==> src/sv/snus_pkg.sv <==
// Package for the sorted node upsert/split block.
// Holds command and status codes, field widths and the cell control struct.
// No dependencies.
package snus_pkg;

   localparam int CAPACITY_DEF   = 32;
   localparam int KEY_BITS_DEF   = 32;
   localparam int VALUE_BITS_DEF = 32;

   localparam int KEY_W   = 32;
   localparam int VALUE_W = 32;
   localparam int INDEX_W = 5;
   localparam int CMD_W   = 2;
   localparam int STAT_W  = 3;
   localparam int POS_W   = 6;
   localparam int CNT_W   = 6;
   localparam int REQ_W   = 72;
   localparam int RSP_W   = 80;
   localparam int RUN_W   = 4;

   localparam logic [RUN_W-1:0] MAX_RUN = 4'd15;
   localparam logic [CNT_W-1:0] MAX_ENTRIES_RESET = 6'd32;

   localparam logic [CMD_W-1:0] CMD_UPSERT = 2'd0;
   localparam logic [CMD_W-1:0] CMD_READ   = 2'd1;
   localparam logic [CMD_W-1:0] CMD_SPLIT  = 2'd2;

   localparam logic [STAT_W-1:0] ST_OK        = 3'd0;
   localparam logic [STAT_W-1:0] ST_UPDATED   = 3'd1;
   localparam logic [STAT_W-1:0] ST_FULL      = 3'd2;
   localparam logic [STAT_W-1:0] ST_RANGE     = 3'd3;
   localparam logic [STAT_W-1:0] ST_EMPTY     = 3'd4;

   localparam logic REG_MAX_ENTRIES = 1'b0;

   typedef struct packed {
      logic compare;
      logic update;
      logic insert;
   } cell_ctrl_type;

endpackage

==> src/sv/snus_cell.sv <==
// One entry cell of the sorted node chain: key, value and compare flags.
// Takes its left neighbor's entry on an insert shift. Uses snus_pkg.
module snus_cell #(
   parameter int KEY_BITS   = snus_pkg::KEY_BITS_DEF,
   parameter int VALUE_BITS = snus_pkg::VALUE_BITS_DEF
) (
   input  logic                    clock,
   input  snus_pkg::cell_ctrl_type ctrl,
   input  logic [KEY_BITS-1:0]     cmp_key,
   input  logic [KEY_BITS-1:0]     new_key,
   input  logic [VALUE_BITS-1:0]   new_value,
   input  logic                    occupied,
   input  logic                    prev_lt,
   input  logic [KEY_BITS-1:0]     prev_key,
   input  logic [VALUE_BITS-1:0]   prev_value,
   output logic                    lt,
   output logic                    eq,
   output logic [KEY_BITS-1:0]     key,
   output logic [VALUE_BITS-1:0]   value
);
   import snus_pkg::*;

   logic                  lt_ff;
   logic                  eq_ff;
   logic [KEY_BITS-1:0]   key_ff;
   logic [VALUE_BITS-1:0] value_ff;

   always_ff @(posedge clock) begin
      if (ctrl.compare) begin
         lt_ff <= occupied && (key_ff < cmp_key);
         eq_ff <= occupied && (key_ff == cmp_key);
      end
      if (ctrl.update && eq_ff) begin
         value_ff <= new_value;
      end
      if (ctrl.insert) begin
         if (!lt_ff && prev_lt) begin
            key_ff   <= new_key;
            value_ff <= new_value;
         end else if (!prev_lt) begin
            key_ff   <= prev_key;
            value_ff <= prev_value;
         end
      end
   end

   assign lt    = lt_ff;
   assign eq    = eq_ff;
   assign key   = key_ff;
   assign value = value_ff;

endmodule

==> config.mk <==
export PLATFORM = sky130hd
export DESIGN_NAME = snus_cell
export DESIGN_NICKNAME = d
export VERILOG_FILES = /design/src/sv/snus_pkg.sv /design/src/sv/snus_cell.sv
export SDC_FILE = /design/constraint.sdc
export NUM_CORES = 1
export LEC_CHECK = 0
export BUFFER_PORTS_ARGS = -buffer_cell sky130_fd_sc_hd__buf_2
export CAP_MARGIN = 10
export CORE_ASPECT_RATIO = 0.9
export CORE_MARGIN = 10
export CORE_UTILIZATION = 24
export DETAILED_ROUTE_END_ITERATION = 16
export GPL_TIMING_DRIVEN = 1
export PLACE_DENSITY_LB_ADDON = 0.05
export SLEW_MARGIN = 5
export SYNTH_ARGS = -nofsm -noshare
export SYNTH_HDL_FRONTEND = slang
export SYNTH_SLANG_ARGS = --single-unit
==> constraint.sdc <==
create_clock -name clock -period 4.25 [get_ports clock]
set_input_delay 0.85 -clock clock [delete_from_list [all_inputs] [get_ports clock]]
set_output_delay 0.85 -clock clock [all_outputs]
set_load 0.02 [all_outputs]
; After elaboration in Yosys (flattened, before gate mapping)
; Index checks and enable logic that the tools add are counted.
[totals]
ff_bits = 66
latch_bits = 0
mem_bits_rw = 0
romBits = 0
inputBits = 166
out_inout_bits = 66
word_cells = 19
mem_count = 0
[op_classes]
n_addsub = 0
n_mul = 0
div_mod_pow = 0
order_cmp = 1
eq_ne = 2
n_shift = 0
muxes = 6
bitwise_logic = 0
n_reduce_logical = 6
[ops]
columns = operator, count
row1 = 32-bit two-way mux, 6
row2 = 32-bit == test, 1
row3 = 32-bit < comparator, 1
row4 = 1-bit logical AND, 4
row5 = 2-bit by 1-bit != test with 1-bit output (second input constant), 1
row6 = 2-bit AND reduction, 1
row7 = 1-bit zero test, 1

; Depth between registers and ports, before layout
[logic_depth]
depth_word = 5
mapped_depth = 7
depth_no_buf = 7

; Worst setup path before layout
; OpenSTA, ideal clock, no wires.
[synth_timing]
path_type = in2reg
startpoint = input port ctrl[0] (netlist bit)
endpoint = register key_ff[0], in the netlist key[0] (enable)
setup_ps = 470
arrival_ps = 3447
t_required_ps = 3780
slack_ps = 333
cell_stages = 2
n_path_buf = 1
cell_sequence = clkbuf_1 a21boi_0
[synth_via]
elab_chain_len = 1
[synth_rtl]
columns = item, line
row1 = "start, declared", snus_cell.sv:8  ; input snus_pkg::cell_ctrl_type ctrl,
row2 = 2-bit AND reduction (no source line), --
row3 = "end signal, assigned", snus_cell.sv:38  ; key_ff <= new_key;
row4 = "end signal, assigned", snus_cell.sv:41  ; key_ff <= prev_key;
row5 = "end, declared", snus_cell.sv:25  ; logic [KEY_BITS-1:0] key_ff;
; No other way between the ends.
; A chain may end at the register's enable or synchronous reset.

; Final worst setup path
[layout_timing]
startpoint = input port prev_lt
endpoint = register key_ff[11], in the netlist key[11], data pin
[layout_via]
elab_chain_len = 2
[layout_rtl]
columns = item, line
row1 = "start, declared", snus_cell.sv:13  ; input logic prev_lt,
row2 = 1-bit logical AND, snus_cell.sv:37  ; if (!lt_ff && prev_lt) begin
row3 = 32-bit two-way mux, snus_cell.sv:37
; No other way between the ends.

==> results.yml <==
logic_synthesis:
  synth_cell_types: 33
  synth_top_family_by_area: "multiplexers"
  synth_top_area_share_pct: 23.4
  synth_compound_area_share_pct: 10.3
  synth_xor_area_share_pct: 0
  synth-seq-cells: 66
  syn_nets: 632
  yosysTopAreaCell: "edfxtp_1"
  synth_edf_count: 34
  yosys-top-cells-area: "edfxtp_1 23%, dfxtp_1 15%, mux2_4 10%"
  synth.mux.area_fraction_pct: 19.0
  synth_async_sr_flop_share_pct: 0
  yosys.area_share.simple_pct: 17.2
  ys.flop_type: "edfxtp_1"
  yosysSeqAreaShare_pct: 38.1
  synthAdderAreaFrac_pct: 9.17
  netlist_area_um2: 4370
  yosysWarnings: 0
  avgSynthCellArea_um2: 10.1
  synthCells: 434
cts:
  clock-sinks: 66
  clk_pin_slew_ns: 0.06
  clock_path_buffers: 2
  cts_tree: "built"
  cts_setup_buffers: 0
  htree_levels: 3
  cts-root-buf: "clkbuf_16"
  ctsHoldBuffers: 0
  clk_latency_ns: 0.34
  cts_made_buffers: 9
  ctsResizeCount: 0
global_route:
  track_usage_pct: 13.3
  grt_pass1_wl_um: 25000
  overflow: 0
  antenna_found_initial: 2
  grt_max_degree: 36
  grt_pass1_vias: 4511
setup_path:
  startpoint_type: "input pin"
  reg2reg_from: "key[15]"
  cp-startpoint: "prev_lt"
  timing.rr.end: "lt"
  required_ns: 4.33
  critical_path_arrival_ns: 2.68
  critPathKind: "input pin to register"
  ff2ff_path_depth: 6
  crit_end: "key[11]"
  r2r_slack_ns: 1.84
  cp_max_fo: 35
  end_kind: "register"
sta:
  worst_pin_slew_ns: 1.14
  finClkSkew_ns: 0.00546
  finalCritPeriodShare_pct: 61.2
  setup_viol: 0
  hold_viol: 0
  max_freq_mhz: 385
  period_needed_ns: 2.60
  tns_ns: 0
  hold_slack_ns: 0.603
  slew_headroom_pct: 23.8
  rsz0062_at_grt: "no"
  drv_slew: 0
routing:
  drc: 0
  vias_per_cell: 4.46
  drtPass1Iterations: 4
  wl_um: 16200
  routed.top_layer: "met5"
  ant_nets: 0
  vias: 4031
  dr_wl_met3_um: 1270
  wl_met1_um: 6770
  post_drt_wl_per_cell_um: 17.9
  drt_iter0_markers: 174
  wl_met2_um: 7890
floorplan:
  rows: 46
  start_util_pct: 24.6
  core_area_um2: 17700
  die_area_um2: 24000
  fp.dieW_um: 162
  die_h_um: 148
  ios: 232
placed_design:
  dp_hpwl_um: 12400
  dpl_cell_area_um2: 5740
  placedCellCount: 886
  gp_congestion: 0.723
  portBuffers: 231
final_layout:
  design_area_um2: 6050
  final_common_cell: "buf_2"
  layout_common_cells: "231 x buf_2, 70 x nand2_1, 34 x edfxtp_1"
  layout.cells.non_filler: 903
  nets: 855
  nFillCells: 1915
  drive_above_1_share_pct: 48.5
  syn2layout_area_growth_pct: 38.7
power:
  p_int_mw: 1.52
  seqPwrFrac_pct: 36.4
  powerDensity_nw_per_um2: 360
  power.share.clock_pct: 35.9
  p_sw_share_pct: 30.1
  p_sw_uw: 655
  p_comb_share_pct: 27.7
  vdd_ir_drop_max_mv: 0.185
  p_leak_nw: 3.06
  total_power_mw: 2.18
min_path:
  hp-class: "register to register"
job:
  cap_violations: 0
status:
  outcome: "completed"
[how the worst min path moves through the flow]
stage / startpoint / end / slack [ns] / depth (start not counted)
2_1_floorplan: value[30] / value[30] / 0.67 / 2
3_3_place_gp: value[22] / value[22] / 0.57 / 3
3_5_place_dp: value[29] / value[29] / 0.59 / 3
4_1_cts: value[24] / value[24] / 0.61 / 3
5_1_grt: value[1] / value[1] / 0.65 / 3
6_report: value[11] / value[11] / 0.60 / 3
[stage by stage]
| step | setup slack, ns | utilization (%) |
|---|---|---|
| floorplan | 0.333 | - |
| global placement | 1.28 | 32.4 |
| detailed placement | 1.24 | 32.4 |
| CTS | 1.60 | 34.1 |
| global route | 1.41 | 34.2 |
| finish | 1.65 | 34.2 |
[flip-flops by register name, indices dropped and copies added, names as in the netlist]
register / flops
key: 32
lt: 1
eq: 1
value: 32
[per-layer routing]
layer	up-vias	track usage, %
met3	18	5.14
met4	2	3.95
met5	-	0
met1	1886	15.0
met2	143	22.7
li1	1982	-
[worst max-delay path, stage by stage]
cell and delay [ns]:
buf_2 0.07, buf_4 0.38, nor2b_4 0.91, mux2_2 0.42
[power by group through the flow]
stage | logic (mW) | registers (mW) | clock network (mW)
2_1_floorplan | 0.299 | 0.888 | 0
3_3_place_gp | 0.602 | 0.805 | 0
3_5_place_dp | 0.612 | 0.806 | 0
4_1_cts | 0.616 | 0.794 | 0.819
5_1_grt | 0.671 | 0.802 | 0.841
6_report | 0.603 | 0.792 | 0.783
[layout make-up]
type                       count  area [um^2]  area share (%)
antenna                        1         2.50          0.0413
clock buffer                  13          297            4.90
clock inverter                 3         16.3           0.269
inverter                      33          124            2.05
multi-input combinational    310         2450            40.5
sequential                    66         1660            27.4
tap                          240          300            4.96
timing repair buffer         237         1200            19.8
[cell families (layout without fill, tap and decap cells)]
| group | after synthesis | in the layout |
|---|---|---|
| other cells | 0 | 1 |
| buf+inv | 58 | 286 |
| compound gates | 59 | 59 |
| simple gates | 155 | 155 |
| mux | 64 | 64 |
| flops | 66 | 66 |
| fa+ha+maj | 32 | 32 |
[cell usage after synthesis, types with 4 or more instances]
cell and number:
nand2_1 70, edfxtp_1 34, inv_1 33, mux2_2 33, nand3_1 33, dfxtp_1 32
ha_1 32, a22o_1 31, nand2b_1 31, mux2_4 29, a21oi_1 11, clkbuf_1 10
buf_2 8, nand4_1 7, buf_6 6, nor2b_1 4, nor4_1 4, o21ai_0 4
Power figures use the tool's default switching activity.
